## src/rtl/core/dmm_lcd_pkg.sv

```systemverilog
// shared types, constants and segment table for the lcd frame decoder
// no dependencies
package dmm_lcd_pkg;

    localparam int FRAME_LEN = 14;

    localparam logic [3:0] HI_START = 4'h1;
    localparam logic [3:0] HI_END   = 4'he;

    localparam logic [1:0] UNIT_NONE = 2'd0;
    localparam logic [1:0] UNIT_AMP  = 2'd1;
    localparam logic [1:0] UNIT_VOLT = 2'd2;

    typedef logic [FRAME_LEN-1:0][3:0] nib_arr_t;

    // per-transfer control broadcast along the cell row
    typedef struct packed {
        logic step;
        logic restart;
    } ctl_t;

    typedef struct packed {
        logic [13:0] magnitude;
        logic        negative;
        logic [3:0]  divisor_exp;
        logic [1:0]  unit_code;
    } reading_t;

    // seven-segment pattern to digit, unknown patterns give zero
    function automatic logic [3:0] seg_digit(input logic [3:0] hi_nib, input logic [3:0] lo_nib);
        logic [6:0] code;
        code = {hi_nib[2:0], lo_nib};
        case (code)
            7'h7d:   seg_digit = 4'd0;
            7'h05:   seg_digit = 4'd1;
            7'h5b:   seg_digit = 4'd2;
            7'h1f:   seg_digit = 4'd3;
            7'h27:   seg_digit = 4'd4;
            7'h3e:   seg_digit = 4'd5;
            7'h7e:   seg_digit = 4'd6;
            7'h15:   seg_digit = 4'd7;
            7'h7f:   seg_digit = 4'd8;
            7'h3f:   seg_digit = 4'd9;
            default: seg_digit = 4'd0;
        endcase
    endfunction

endpackage

```

## src/rtl/core/dmm_lcd_frame_decoder.sv

```systemverilog
// top level of the multimeter lcd frame decoder
// depends on dmm_lcd_pkg, dmm_lcd_cell, dmm_lcd_decode
//
// usage
// - input channel in_valid / in_ready / rx_byte: one serial byte per transfer
// - a byte with high nibble 1 starts a frame, high nibble e ends it, others append
// - output channel out_valid / out_ready: one reading per end byte, none otherwise
// - frame_ok high when the frame held exactly 14 bytes and was decoded; when low,
//   magnitude, negative, divisor_exp and unit_code repeat the last good reading
// - the reading is shown in the cycle after the end byte transfer
// - one byte per cycle while in_ready is high; the frame is stored in a row of 14 cells,
//   each holding one nibble and handing its fill bit to the next, and the
//   segment decode runs in the same cycle as the end byte
// - the output register frees in the cycle it is taken, so bytes keep flowing
//   while out_ready stays high; in_ready drops only while a reading waits
// - at reset the byte count is zero, the held reading is zero with unit unknown,
//   and no reading is pending; frame contents are not cleared
// - when the receiver stalls, the pending reading holds and input stalls too
module dmm_lcd_frame_decoder
(
    input  logic        clk,
    input  logic        rst_n,
    input  logic        in_valid,
    output logic        in_ready,
    input  logic [7:0]  rx_byte,
    output logic        out_valid,
    input  logic        out_ready,
    output logic [13:0] magnitude,
    output logic        negative,
    output logic [3:0]  divisor_exp,
    output logic [1:0]  unit_code,
    output logic        frame_ok
);
    import dmm_lcd_pkg::*;

    logic                 in_xfer;
    logic                 is_start;
    logic                 is_end;
    ctl_t                 ctl;
    logic [FRAME_LEN:0]   chain;       // fill bits along the row, chain[0] tied high
    nib_arr_t             nibs;
    reading_t             decoded;
    logic                 good_frame;

    logic                 over_reg;    // count has reached 15
    logic                 over_next;
    logic                 out_valid_reg;
    logic                 out_valid_next;
    logic                 frame_ok_reg;
    logic                 frame_ok_next;
    reading_t             held_reg;    // shown reading, doubles as the held reading
    reading_t             held_next;

    assign in_ready = ~out_valid_reg | out_ready;
    assign in_xfer  = in_valid & in_ready;
    assign is_start = (rx_byte[7:4] == HI_START);
    assign is_end   = (rx_byte[7:4] == HI_END);

    assign ctl.restart = in_xfer & is_start;
    assign ctl.step    = in_xfer & ~is_start;

    assign chain[0] = 1'b1;

    // frame store: one cell per byte position
    for (genvar i = 0; i < FRAME_LEN; i++)
    begin : g_cell
        dmm_lcd_cell u_cell
        (
            .clk      (clk),
            .rst_n    (rst_n),
            .ctl      (ctl),
            .head     (i == 0),
            .pass_in  (chain[i]),
            .nib_in   (rx_byte[3:0]),
            .pass_out (chain[i+1]),
            .nib_out  (nibs[i])
        );
    end

    dmm_lcd_decode u_decode
    (
        .nibs    (nibs),
        .reading (decoded)
    );

    // count was 13 before this end byte, so it lands on 14
    assign good_frame = chain[FRAME_LEN-1] & ~chain[FRAME_LEN];

    always_comb
    begin
        over_next      = over_reg;
        out_valid_next = out_valid_reg;
        frame_ok_next  = frame_ok_reg;
        held_next      = held_reg;

        // saturating top of the count
        if (ctl.restart)
        begin
            over_next = 1'b0;
        end
        else if (ctl.step)
        begin
            over_next = over_reg | chain[FRAME_LEN];
        end

        if (out_valid_reg && out_ready)
        begin
            out_valid_next = 1'b0;
        end

        if (ctl.step && is_end)
        begin
            out_valid_next = 1'b1;
            frame_ok_next  = good_frame;
            if (good_frame)
            begin
                held_next = decoded;
            end
        end
    end

    always_ff @(posedge clk or negedge rst_n)
    begin
        if (!rst_n)
        begin
            over_reg      <= 1'b0;
            out_valid_reg <= 1'b0;
            frame_ok_reg  <= 1'b0;
            held_reg      <= '0;
        end
        else
        begin
            over_reg      <= over_next;
            out_valid_reg <= out_valid_next;
            frame_ok_reg  <= frame_ok_next;
            held_reg      <= held_next;
        end
    end

    assign out_valid   = out_valid_reg;
    assign magnitude   = held_reg.magnitude;
    assign negative    = held_reg.negative;
    assign divisor_exp = held_reg.divisor_exp;
    assign unit_code   = held_reg.unit_code;
    assign frame_ok    = frame_ok_reg;

endmodule

```

## src/rtl/core/dmm_lcd_cell.sv

```systemverilog
// one frame position: stored nibble plus a fill bit handed down the row
// depends on dmm_lcd_pkg
module dmm_lcd_cell
(
    input  logic              clk,
    input  logic              rst_n,
    input  dmm_lcd_pkg::ctl_t ctl,
    input  logic              head,
    input  logic              pass_in,
    input  logic [3:0]        nib_in,
    output logic              pass_out,
    output logic [3:0]        nib_out
);
    import dmm_lcd_pkg::*;

    logic       pass_reg;
    logic       pass_next;
    logic [3:0] nib_reg;
    logic       wr_en;

    // this cell is the write slot when the left side is filled and this one is not
    always_comb
    begin
        wr_en     = 1'b0;
        pass_next = pass_reg;
        if (ctl.restart)
        begin
            wr_en     = head;
            pass_next = head;
        end
        else if (ctl.step)
        begin
            wr_en     = pass_in & ~pass_reg;
            pass_next = pass_in;
        end
    end

    always_ff @(posedge clk or negedge rst_n)
    begin
        if (!rst_n)
        begin
            pass_reg <= 1'b0;
        end
        else
        begin
            pass_reg <= pass_next;
        end
    end

    always_ff @(posedge clk)
    begin
        if (wr_en)
        begin
            nib_reg <= nib_in;
        end
    end

    assign pass_out = pass_reg;
    assign nib_out  = nib_reg;

endmodule

```

## src/rtl/core/dmm_lcd_decode.sv

```systemverilog
// segment decode of a full frame into magnitude, sign, exponent and unit
// depends on dmm_lcd_pkg
module dmm_lcd_decode
(
    input  dmm_lcd_pkg::nib_arr_t nibs,
    output dmm_lcd_pkg::reading_t reading
);
    import dmm_lcd_pkg::*;

    logic [3:0]  d3;
    logic [3:0]  d2;
    logic [3:0]  d1;
    logic [3:0]  d0;
    logic [13:0] mag;
    logic [3:0]  ex;

    always_comb
    begin
        d3 = seg_digit(nibs[1], nibs[2]);
        d2 = seg_digit(nibs[3], nibs[4]);
        d1 = seg_digit(nibs[5], nibs[6]);
        d0 = seg_digit(nibs[7], nibs[8]);

        // constant weights, small shift-add logic
        mag = 14'(d3) * 14'd1000 + 14'(d2) * 14'd100 + 14'(d1) * 14'd10 + 14'(d0);

        // decimal points, then milli and micro
        ex = (nibs[3][3]  ? 4'd3 : 4'd0)
           + (nibs[5][3]  ? 4'd2 : 4'd0)
           + (nibs[7][3]  ? 4'd1 : 4'd0)
           + (nibs[10][3] ? 4'd3 : 4'd0)
           + (nibs[9][3]  ? 4'd3 : 4'd0);

        reading.magnitude   = mag;
        reading.negative    = nibs[1][3];
        reading.divisor_exp = ex;
        if (nibs[12][3])
        begin
            reading.unit_code = UNIT_AMP;
        end
        else if (nibs[12][2])
        begin
            reading.unit_code = UNIT_VOLT;
        end
        else
        begin
            reading.unit_code = UNIT_NONE;
        end
    end

endmodule

```

## config.mk

```make
export PLATFORM = sky130hd
export DESIGN_NAME = dmm_lcd_frame_decoder
export DESIGN_NICKNAME = d
export VERILOG_FILES = /design/src/rtl/core/dmm_lcd_pkg.sv /design/src/rtl/core/dmm_lcd_frame_decoder.sv /design/src/rtl/core/dmm_lcd_cell.sv /design/src/rtl/core/dmm_lcd_decode.sv
export SDC_FILE = /design/constraint.sdc
export NUM_CORES = 1
export LEC_CHECK = 0
export BUFFER_PORTS_ARGS = -buffer_cell sky130_fd_sc_hd__buf_2
export CORE_ASPECT_RATIO = 0.7
export CORE_MARGIN = 5
export CORE_UTILIZATION = 40
export DETAILED_ROUTE_END_ITERATION = 12
export PLACE_DENSITY = 0.69
export SLEW_MARGIN = 20
export SYNTH_ARGS = -nofsm -noshare
export SYNTH_HDL_FRONTEND = slang
export SYNTH_SLANG_ARGS = --single-unit
```

## constraint.sdc

```tcl
create_clock -name clk -period 10.75 [get_ports clk]
set_input_delay 0 -clock clk [delete_from_list [all_inputs] [get_ports clk]]
set_output_delay 0 -clock clk [all_outputs]
set_load 0.005 [all_outputs]
```

==> metrics.txt, run 1 <==
P_leak=about 2.7 nW; n_diodes=0; Final Max Tran Viols=0; f_max=190 MHz; Ys Warns=0; top-level I/O count=36; RePlAce Congestion=0.820; dpl cell area=4990 sq um; hold path depth=1; P&R area growth vs syn=14.3%; post-CTS sizing=0; pre-CTS setup slack=approximately 5.5 ns; first-pass GRT wire length=~15000 microns; register share of total power=between 40 and 50%; Max stage delay cell, worst path=o311ai_0; Worst-Margin Slew=0.816 ns; sw frac=25.0%; Max Root-Sink Buffers=2; drt pass-1 iters=4; design area=5310 sq um; largest cells by area after synthesis=edfxtp_1 (23%), dfrtp_1 (20%), ha_1 (14%), fa_1 (8.2%), nand2_1 (7.7%); power share of the combinational group=roughly a tenth; Wirelength per Cell=13.6 microns; Synth Register Bits=73; Startpoint Class=flop; WL final=8810 microns; port bufs=35; Cell Area, Synth=4650 sq um; Initial Utilization=~42%; CTS tree=done; Peak VDD IR=between 0.00009 and 0.0001 V; Hold WC Path Type=in -> reg; Finish-stage setup viols=0; fin crit share=49.0%; # nets final=575; post-layout min period=5.27 ns; H-tree Lvls=3; postcts setup bufs=0; Critical Path Fanout Max=5; Synth cell types=50; WP data arrival=5.48 ns; clock group share of total power=40.9%; Power Density=127 nW/um^2; Net Switching=0.000169 W; Via-to-Cell Ratio=5.09; FFs w/ async S/R, synth=around half; DIE AREA=between 10000 and 15000 sq um; CTS Hold Bufs=4; CP required=10.96 ns; Post-DP HPWL=roughly 7000 microns; share of layout cells above drive strength 1=11.3%; Routed Antenna Nets=0; total nets after synthesis=532; Crit path depth=19; cells on worst reg2reg path=19; CTS root buf=clkbuf_16; Synth Flop Type=dfrtp_1; final hold violations=0; critical path class=reg -> reg; clock sinks=73; # DRC=0; Critical Path End Type=flop; GRT overflow=0; EDFF count, synth=36; DRT iter0 DRCs=167; syn avg cell area=10.4 sq um; critical path buffer and inverter count=2; Core Area=between 10000 and 15000 sq um; post-synthesis sequential area ratio=43.2%; CTS Buf Count=9; setup_tns=0 ns; Cells after Synth=448; FP Rows=32; RSZ-0062 raised after global routing=false; utilization after layout=approximately 48%; Largest delay share family, worst path=adder cells; antenna violations before repair=0; max-cap viol count=0; area leader, netlist=edfxtp_1; Critical Path, Cell by Cell=nand2b_1 -> or3_1 -> o311ai_0 -> ha_1 -> inv_1 -> fa_1 -> inv_1 -> ha_1 -> a21o_1 -> a21oi_1 -> xor2_1 -> ha_1 -> ha_1 -> ha_1 -> a21oi_1 -> nor2_1 -> a211oi_1 -> a211o_1 -> nand3_1; Crit path top cell by count=ha_1; Cell Int Power=0.000506 W; Fin Clk Skew=0.00738 ns; top-area cell type share of the netlist area=23.3%; max FFs per register=36; max_slew headroom=about 46%; chip width=roughly 140 microns; setup slack after layout=around 5.5 ns; Die H=100 microns; total track usage=13.6%; clock transition at the registers of the reported paths=approximately 0.060 ns; largest net degree at the start of global routing=38; placed insts=629; vias in the first global route=3333; status=finished clean; worst skew pair latency=between 0.3 and 0.4 ns; slowest cell delay on critical path=~0.54 ns; non-filler cells in the finished layout=649; detailed-route via count=~3300
==> through the flow <==
stage	total power (W)	hold slack (ns)
after floorplan	0.000378	-0.296
after global placement	0.000401	0.126
after detailed placement	0.000405	0.138
after CTS	0.000686	0.00746
after global routing	0.000711	0.0149
final	0.000675	0.00804
==> path summary, 6_finish.rpt <==
| kind | startpoint | end | slack (ns) |
|---|---|---|---|
| min in group asynchronous | rst_n | g_cell[2].u_cell.pass_out | 0.29 |
| worst max register to register | g_cell[1].u_cell.nib_out[2] | magnitude[13] | 5.48 |
| worst min register to register | g_cell[12].u_cell.nib_out[3] | unit_code[0] | 0.47 |
| max in group asynchronous | rst_n | magnitude[8] | 9.93 |
| worst max-delay path | g_cell[1].u_cell.nib_out[2] | magnitude[13] | 5.48 |
| worst min-delay path | rx_byte[0] | g_cell[5].u_cell.nib_out[0] | 0.008 |
==> metal layers <==
metal  global-route usage [%]  wire length [microns]  up-vias
li1                         -                      -     1669
met4                     4.51                     90        0
met5                        0                      0        -
met2                     22.2                   4090       45
met1                     18.1                   4300     1580
met3                     3.05                    332        8
==> logic make-up after synthesis <==
logic type      Yosys count  synth area share (%)
compound gates           74                  10.5
xor+xnor                 18                  3.39
fa+ha+maj                72                  22.5
buf+inv                  39                  3.23
flops                    73                  43.2
simple gates            172                  17.2
==> cell usage after synthesis, types with 2 or more instances <==
master / n
a211o_1: 2
a211oi_1: 2
a21o_1: 8
a21oi_1: 15
a22o_1: 2
a31oi_1: 2
a32o_1: 2
and2_1: 2
and3_1: 5
and4_1: 2
buf_2: 3
clkbuf_1: 6
dfrtp_1: 37
edfxtp_1: 36
fa_1: 19
ha_1: 53
inv_1: 30
nand2_1: 95
nand2b_1: 11
nand3_1: 8
nand4_1: 6
nand4b_1: 2
nor2_1: 22
nor3_1: 7
o211ai_1: 4
o21ai_0: 19
o21bai_1: 2
o22ai_1: 5
o41ai_1: 3
or3_1: 2
xnor2_1: 6
xor2_1: 12
==> cells in the final DEF (no fill, tap or decap), types with 3 or more instances in the layout <==
master	n
nand2_1	95
ha_1	53
dfrtp_1	37
edfxtp_1	36
buf_2	35
inv_1	30
nor2_1	22
o21ai_0	19
fa_1	19
a21oi_1	15
xor2_1	12
nand2b_1	11
clkbuf_16	9
a21o_1	8
nand3_1	8
nor3_1	7
nand4_1	6
xnor2_1	6
o22ai_1	5
and3_1	5
o211ai_1	4
dlygate4sd3_1	4
o41ai_1	3
==> power groups by stage <==
stage	Sequential (W)	Clock, W	Combinational (W)
3_3_place_gp	0.000336	0	0.0000654
6_report	0.000332	0.000276	0.0000673
4_1_cts	0.000332	0.000285	0.0000693
3_5_place_dp	0.000337	0	0.0000679
5_1_grt	0.000335	0.000298	0.0000788
2_1_floorplan	0.000334	0	0.0000448
==> area by class of cell <==
| type | count | area, sq um |
|---|---|---|
| Fill cell | 1018 | 5860 |
| Multi-Input combinational cell | 336 | 2490 |
| Sequential cell | 73 | 2010 |
| Clock buffer | 11 | 243 |
| Timing Repair Buffer | 41 | 230 |
| Tap cell | 153 | 191 |
| Inverter | 30 | 113 |
| Clock inverter | 5 | 37.5 |
Power figures use the tool's default switching activity.
==> inputs of run 2 (changes only) <==
Settings changed: ABC_AREA set to 1.
Clock period 10.75 ns to 5.1 ns, I/O delays scaled along.
==> run 2 against run 1 <==
Total power grew 120%. Clock-buffer cell count shrank 1. Cell area grew 5.2%. Synthesized cell count grew 25%. Setup slack lost 5.2 ns. Flip-flop and latch count is the same. Global-route usage grew 3.0 points. First-iteration DRC count grew 110%.
==> metrics.txt, run 2 <==
CTS Buf Count=9; Ys Warns=0; share of layout cells above drive strength 1=between 10% and 20%; port bufs=35; slowest cell delay on critical path=0.54 ns; multi-input logic area=2530 sq um; Via-to-Cell Ratio=5.09; top-level I/O count=36; largest net degree at the start of global routing=38; layer with the highest usage=met2; antenna violations before repair=0; DIE AREA=14600 sq um; P&R area growth vs syn=13.7%; hold path depth=1; chip width=142 microns; critical path class=reg -> reg; sw frac=roughly 27%; clock sinks=73; H-tree Lvls=3; Power Density=265 nW/um^2; Core Area=11900 sq um; syn avg cell area=8.76 sq um; max_slew headroom=between 40 and 50%; Cell Area, Synth=between 4000 and 5000 sq um; non-filler cells in the finished layout=~770; Net Switching=0.000398 W; top-area cell type share of the netlist area=22.0%; Post-DP HPWL=8840 microns; WP data arrival=5.00 ns; RePlAce Congestion=0.907; postcts setup bufs=0; Finish-stage setup viols=0; RSZ-0062 raised after global routing=false; most frequent cells after synthesis=nand2_1 (140), inv_1 (92), ha_1 (53); Initial Utilization=41.5%; drt pass-1 iters=6; # fillers=1094; area leader, netlist=edfxtp_1; # DRC=0; worst hold margin=0.0110 ns; fin crit share=93.8%; Wirelength per Cell=approximately 15 microns; FP Rows=33; CTS root buf=clkbuf_16; n_diodes=0; DRT iter0 DRCs=around 360; Routed Antenna Nets=0; FFs w/ async S/R, synth=50.7%; Final Max Tran Viols=0; commonest cells after routing, fill and taps aside=nand2_1 (140), inv_1 (92), ha_1 (52), nor2_1 (43), dfrtp_1 (37); # nets final=689; commonest non-fill, non-tap cell in the layout=nand2_1; placed insts=748; Max Root-Sink Buffers=2; final hold violations=0; P_leak=3.03 nW; first-pass GRT wire length=19300 microns; Peak VDD IR=0.000200 V; top-count cell post-synth=nand2_1; CP required=5.32 ns; Fin Clk Skew=0.00610 ns; power share of the combinational group=13.4%; WL final=~11000 microns; max-cap viol count=0; Hold WC Path Type=in -> reg; max FFs per register=36; Synth Flop Type=dfrtp_1; EDFF count, synth=36; clock group share of total power=38.6%; Crit path top cell by count=nand2_1; met2 Track Usage GR=roughly a quarter; Critical Path Fanout Max=4; Cell Int Power=0.00108 W; setup_tns=0 ns; Worst-Margin Slew=approximately 0.86 ns; Die H=103 microns; worst skew pair latency=0.33 ns; met3 Use GR=3.01%; register area=2010 sq um; Synth cell types=35; Max stage delay cell, worst path=fa_1; largest cells by area after synthesis=edfxtp_1 (22%), dfrtp_1 (19%), ha_1 (13%), nand2_1 (11%), fa_1 (7.7%); Startpoint Class=flop; Power, Total=0.00148 W; status=finished clean; detailed-route via count=~3900; Cells after Synth=561; total track usage=between 10% and 20%; register share of total power=47.9%; cells on worst reg2reg path=27; total nets after synthesis=645; Synth Register Bits=73; post-synthesis sequential area ratio=40.8%; GRT overflow=0; CTS tree=done; f_max=between 200 and 250 MHz; clock transition at the registers of the reported paths=0.06 ns; vias in the first global route=between 3000 and 4000; Critical Path End Type=flop; post-layout min period=~4.8 ns; met1 Resource Use GR=23.8%
run 2: changes by cell type after synthesis, moves of 4 or more:
cell      change
nor2_1       +22
o22ai_1       +7
xor2_1        -6
xnor2_1       -4
nand2_1      +45
nor3_1       +18
and3_1        -5
inv_1        +62
a21o_1        -8
nand2b_1     -11
o21ai_0      -12
nand3_1      +25
run 2: critical path: cells and delay by family (launching register included):
family | cells | cell delay [ns]
adders and majority gates | 6 | 2.06
and+or+nand+nor | 17 | 1.96
DFF | 1 | 0.43
buffers and inverters | 4 | 0.24
run 2: cells by family after synthesis:
family | count (synthesis) | share of synthesized area [%]
AND/OR/NAND/NOR | 262 | 22.8
buffers and inverters | 102 | 8.05
flip-flops | 73 | 40.8
adder cells (fa/ha/maj) | 72 | 21.2
AO/OA/AOI/OAI | 44 | 5.68
XOR/XNOR | 8 | 1.43
run 2: final timing paths:
| check | from | end | slack, ns |
|---|---|---|---|
| worst max-delay path | g_cell[2].u_cell.nib_out[2] | magnitude[12] | 0.31 |
| worst min-delay path | rx_byte[1] | g_cell[2].u_cell.nib_out[1] | 0.01 |
| worst max register to register | g_cell[2].u_cell.nib_out[2] | magnitude[12] | 0.31 |
| worst min register to register | g_cell[1].u_cell.nib_out[3] | negative | 0.47 |
| max in group asynchronous | rst_n | g_cell[1].u_cell.pass_out | 4.23 |
| min in group asynchronous | rst_n | magnitude[12] | 0.33 |
run 2: through the flow:
stage | setup WS [ns] | utilization, % | cell area, sq um
2_1_floorplan | 0.782 | - | 4910
3_3_place_gp | 0.493 | 44.4 | 5270
3_5_place_dp | 0.269 | 44.4 | 5270
4_1_cts | 0.256 | 47.0 | 5570
5_1_grt | 0.00579 | 47.1 | 5590
6_report | 0.314 | 47.1 | 5590
run 2: layer usage:
| metal | share of wire (%) | vias up |
|---|---|---|
| li1 | - | 1936 |
| met1 | 49 | 1824 |
| met2 | 44 | 129 |
| met3 | 5.2 | 15 |
| met4 | 1.3 | 0 |
| met5 | 0 | - |
run 2: final cells by class:
| cell class | count | area share, % |
|---|---|---|
| flip-flops and latches | 73 | 35.9 |
| clock inverters | 6 | 0.739 |
| repair buffers | 41 | 4.08 |
| well taps | 157 | 3.52 |
| clock buffers | 10 | 4.10 |
| multi-input cells | 386 | 45.3 |
| inverters | 94 | 6.32 |
run 2: what timing repair did:
item | CTS | global route
endpoints found under the setup margin | 0 | 4
hold endpoints to repair | 38 | 0
gates resized for setup | 0 | 3
hold buffers | 3 | 0
run 2: power groups by stage:
stage | Combinational [W] | Clock (W) | Sequential, W
after floorplan | 0.000121 | 0 | 0.000715
after global placement | 0.000190 | 0 | 0.000716
after detailed placement | 0.000197 | 0 | 0.000719
after CTS | 0.000200 | 0.000587 | 0.000709
after global routing | 0.000227 | 0.000608 | 0.000716
final | 0.000199 | 0.000572 | 0.000710
==> inputs of run 3 (changes only) <==
Settings changed: ABC_AREA 1 to not set.
==> run 3 against run 2 <==
Die area is 5.0% lower. Largest cell class unchanged. Clock skew is 0.0021 ns higher. Clock power is 17% higher. Via count is 15% lower. Core utilization is 1.4 points higher. Sequential power is 1% lower. First-iteration DRC count is 68% lower. Combinational power is 26% lower. Non-clock buffer count is 4 higher. Sequential share of layout area is 1.1 points higher. Hold slack better by 0.0065 ns. Maximum frequency is 0.75% higher.
==> metrics.txt, run 3 (synthesis gave the netlist of run 1 again) <==
Wirelength per Cell=13.8 microns; end of the worst hold path=g_cell[6].u_cell.nib_out[2]; status=finished clean; port bufs=35; P_leak=2.73 nW; max_slew headroom=43.0%; fin crit share=93.1%; Finish-stage setup viols=0; Hold WC Path Type=in -> reg; DRT iter0 DRCs=116; design area=approximately 5400 sq um; wl on met1=4340 microns; non-filler cells in the finished layout=653; max FFs per register=36; # fillers=991; largest net degree at the start of global routing=38; WP data arrival=between 4 and 5 ns; clock transition at the registers of the reported paths=about 0.060 ns; Critical Path Fanout Max=5; Power Density=roughly 280 nW/um^2; DIE AREA=13900 sq um; hold path startpoint=rx_byte[2]; Critical Path End Type=flop; RSZ-0062 raised after global routing=false; CTS root buf=clkbuf_16; H-tree Lvls=3; Initial Utilization=41.6%; n_diodes=0; Core Area=11200 sq um; worst r2r dst=magnitude[13]; CP required=5.31 ns; share of layout cells above drive strength 1=13.4%; total track usage=between 10% and 20%; utilization after layout=48.6%; top-level I/O count=36; register area=2010 sq um; Startpoint Class=flop; worst skew pair latency=0.33 ns; vias in the first global route=3427; WL final=around 9000 microns; Final Max Tran Viols=0; drt pass-1 iters=4; Post-DP HPWL=6990 microns; Peak VDD IR=between 0.0002 and 0.00025 V; first-pass GRT wire length=16000 microns; Die H=roughly 100 microns; cells on worst reg2reg path=17; met2 routed WL=around 4200 microns; critical path class=reg -> reg; worst r2r src=g_cell[1].u_cell.nib_out[2]; Max Root-Sink Buffers=2; clock sinks=73; antenna violations before repair=0; flop-to-flop setup slack=0.35 ns; GRT overflow=0; # DRC=0; multi-input logic area=2530 sq um; commonest non-fill, non-tap cell in the layout=nand2_1; f_max=211 MHz; commonest cells after routing, fill and taps aside=nand2_1 (95), ha_1 (51), dfrtp_1 (37), edfxtp_1 (36), buf_2 (35); max-cap viol count=0; placed insts=roughly 630; detailed-route via count=between 3000 and 4000; hold path depth=1; Worst-Margin Slew=0.856 ns; Fin Clk Skew=a little over 0.008 ns; met3 WL=~370 microns; Top Metal Used=met4; dpl cell area=around 5000 sq um; FP Rows=32; chip width=139 microns; final hold violations=0; CTS Buf Count=9; post-layout min period=4.75 ns; Via-to-Cell Ratio=5.11; RePlAce Congestion=approximately 0.85; P&R area growth vs syn=16.8%; CTS tree=done; # nets final=579; Routed Antenna Nets=0
## run 3: cell count changes in the layout (fill, tap and decap cells not counted), moves of 7 or more
cell / change
o22ai_1: -7
o21ai_0: +10
nand2_1: -45
inv_1: -62
nor2_1: -21
nor3_1: -18
nand3_1: -24
a21o_1: +8
nand2b_1: +11
## run 3: metrics by stage
stage	power, W	setup TNS (ns)	setup slack [ns]	hold slack (ns)
5_1_grt	0.00160	0	0.0536	0.0210
2_1_floorplan	0.000797	0	0.279	-0.296
3_3_place_gp	0.000846	0	0.111	0.131
6_report	0.00152	0	0.350	0.0175
3_5_place_dp	0.000854	-0.0942	-0.0942	0.150
4_1_cts	0.00154	0	0.0649	0.0110
## run 3: layout make-up
type                            instances  share of cell area [%]
Tap cell                              153                    3.53
Inverter                               30                    2.08
Sequential cell                        73                    37.0
Timing Repair Buffer                   45                    4.80
Clock buffer                           12                    4.54
Multi-Input combinational cell        336                    46.7
Clock inverter                          4                    1.38
## run 3: critical path, cell delays in order (launching register included)
cell,delay (ns)
edfxtp_1,0.37
nand2b_1,0.16
or3_1,0.38
o31ai_2,0.32
ha_1,0.30
fa_1,0.51
fa_1,0.48
a21o_1,0.22
a21oi_2,0.17
xor2_1,0.17
ha_1,0.25
ha_1,0.33
ha_4,0.27
a21oi_2,0.18
nor2_1,0.08
a211oi_2,0.23
a211o_1,0.15
nand3_1,0.06
## run 3: worst max path at each step
stage                    endpoint  slack, ns                         from
floorplan           magnitude[13]       0.28  g_cell[1].u_cell.nib_out[2]
global placement    magnitude[13]       0.11  g_cell[2].u_cell.nib_out[3]
detailed placement  magnitude[13]      -0.09  g_cell[2].u_cell.nib_out[3]
CTS                 magnitude[13]       0.06  g_cell[2].u_cell.nib_out[3]
global route        magnitude[12]       0.05  g_cell[1].u_cell.nib_out[2]
finish              magnitude[13]       0.35  g_cell[1].u_cell.nib_out[2]
## run 3: layer usage
metal | global-route usage, % | up-vias
li1 | - | 1672
met3 | 3.57 | 12
met1 | 18.4 | 1584
met2 | 23.1 | 68
met5 | 0 | -
met4 | 4.44 | 0
## run 3: where the power goes
part           internal, W  switching (W)
logic            0.0000597      0.0000877
clock network     0.000443       0.000230
registers         0.000665      0.0000344
total              0.00117       0.000352
## run 3: timing repair
| item | CTS | global route |
|---|---|---|
| hold buffers | 4 | 0 |
| setup endpoints to repair | 1 | 4 |
| buffers inserted | 0 | 1 |
| resized for setup | 4 | 8 |
| pin swaps | 0 | 2 |
| hold endpoints to repair | 44 | 0 |
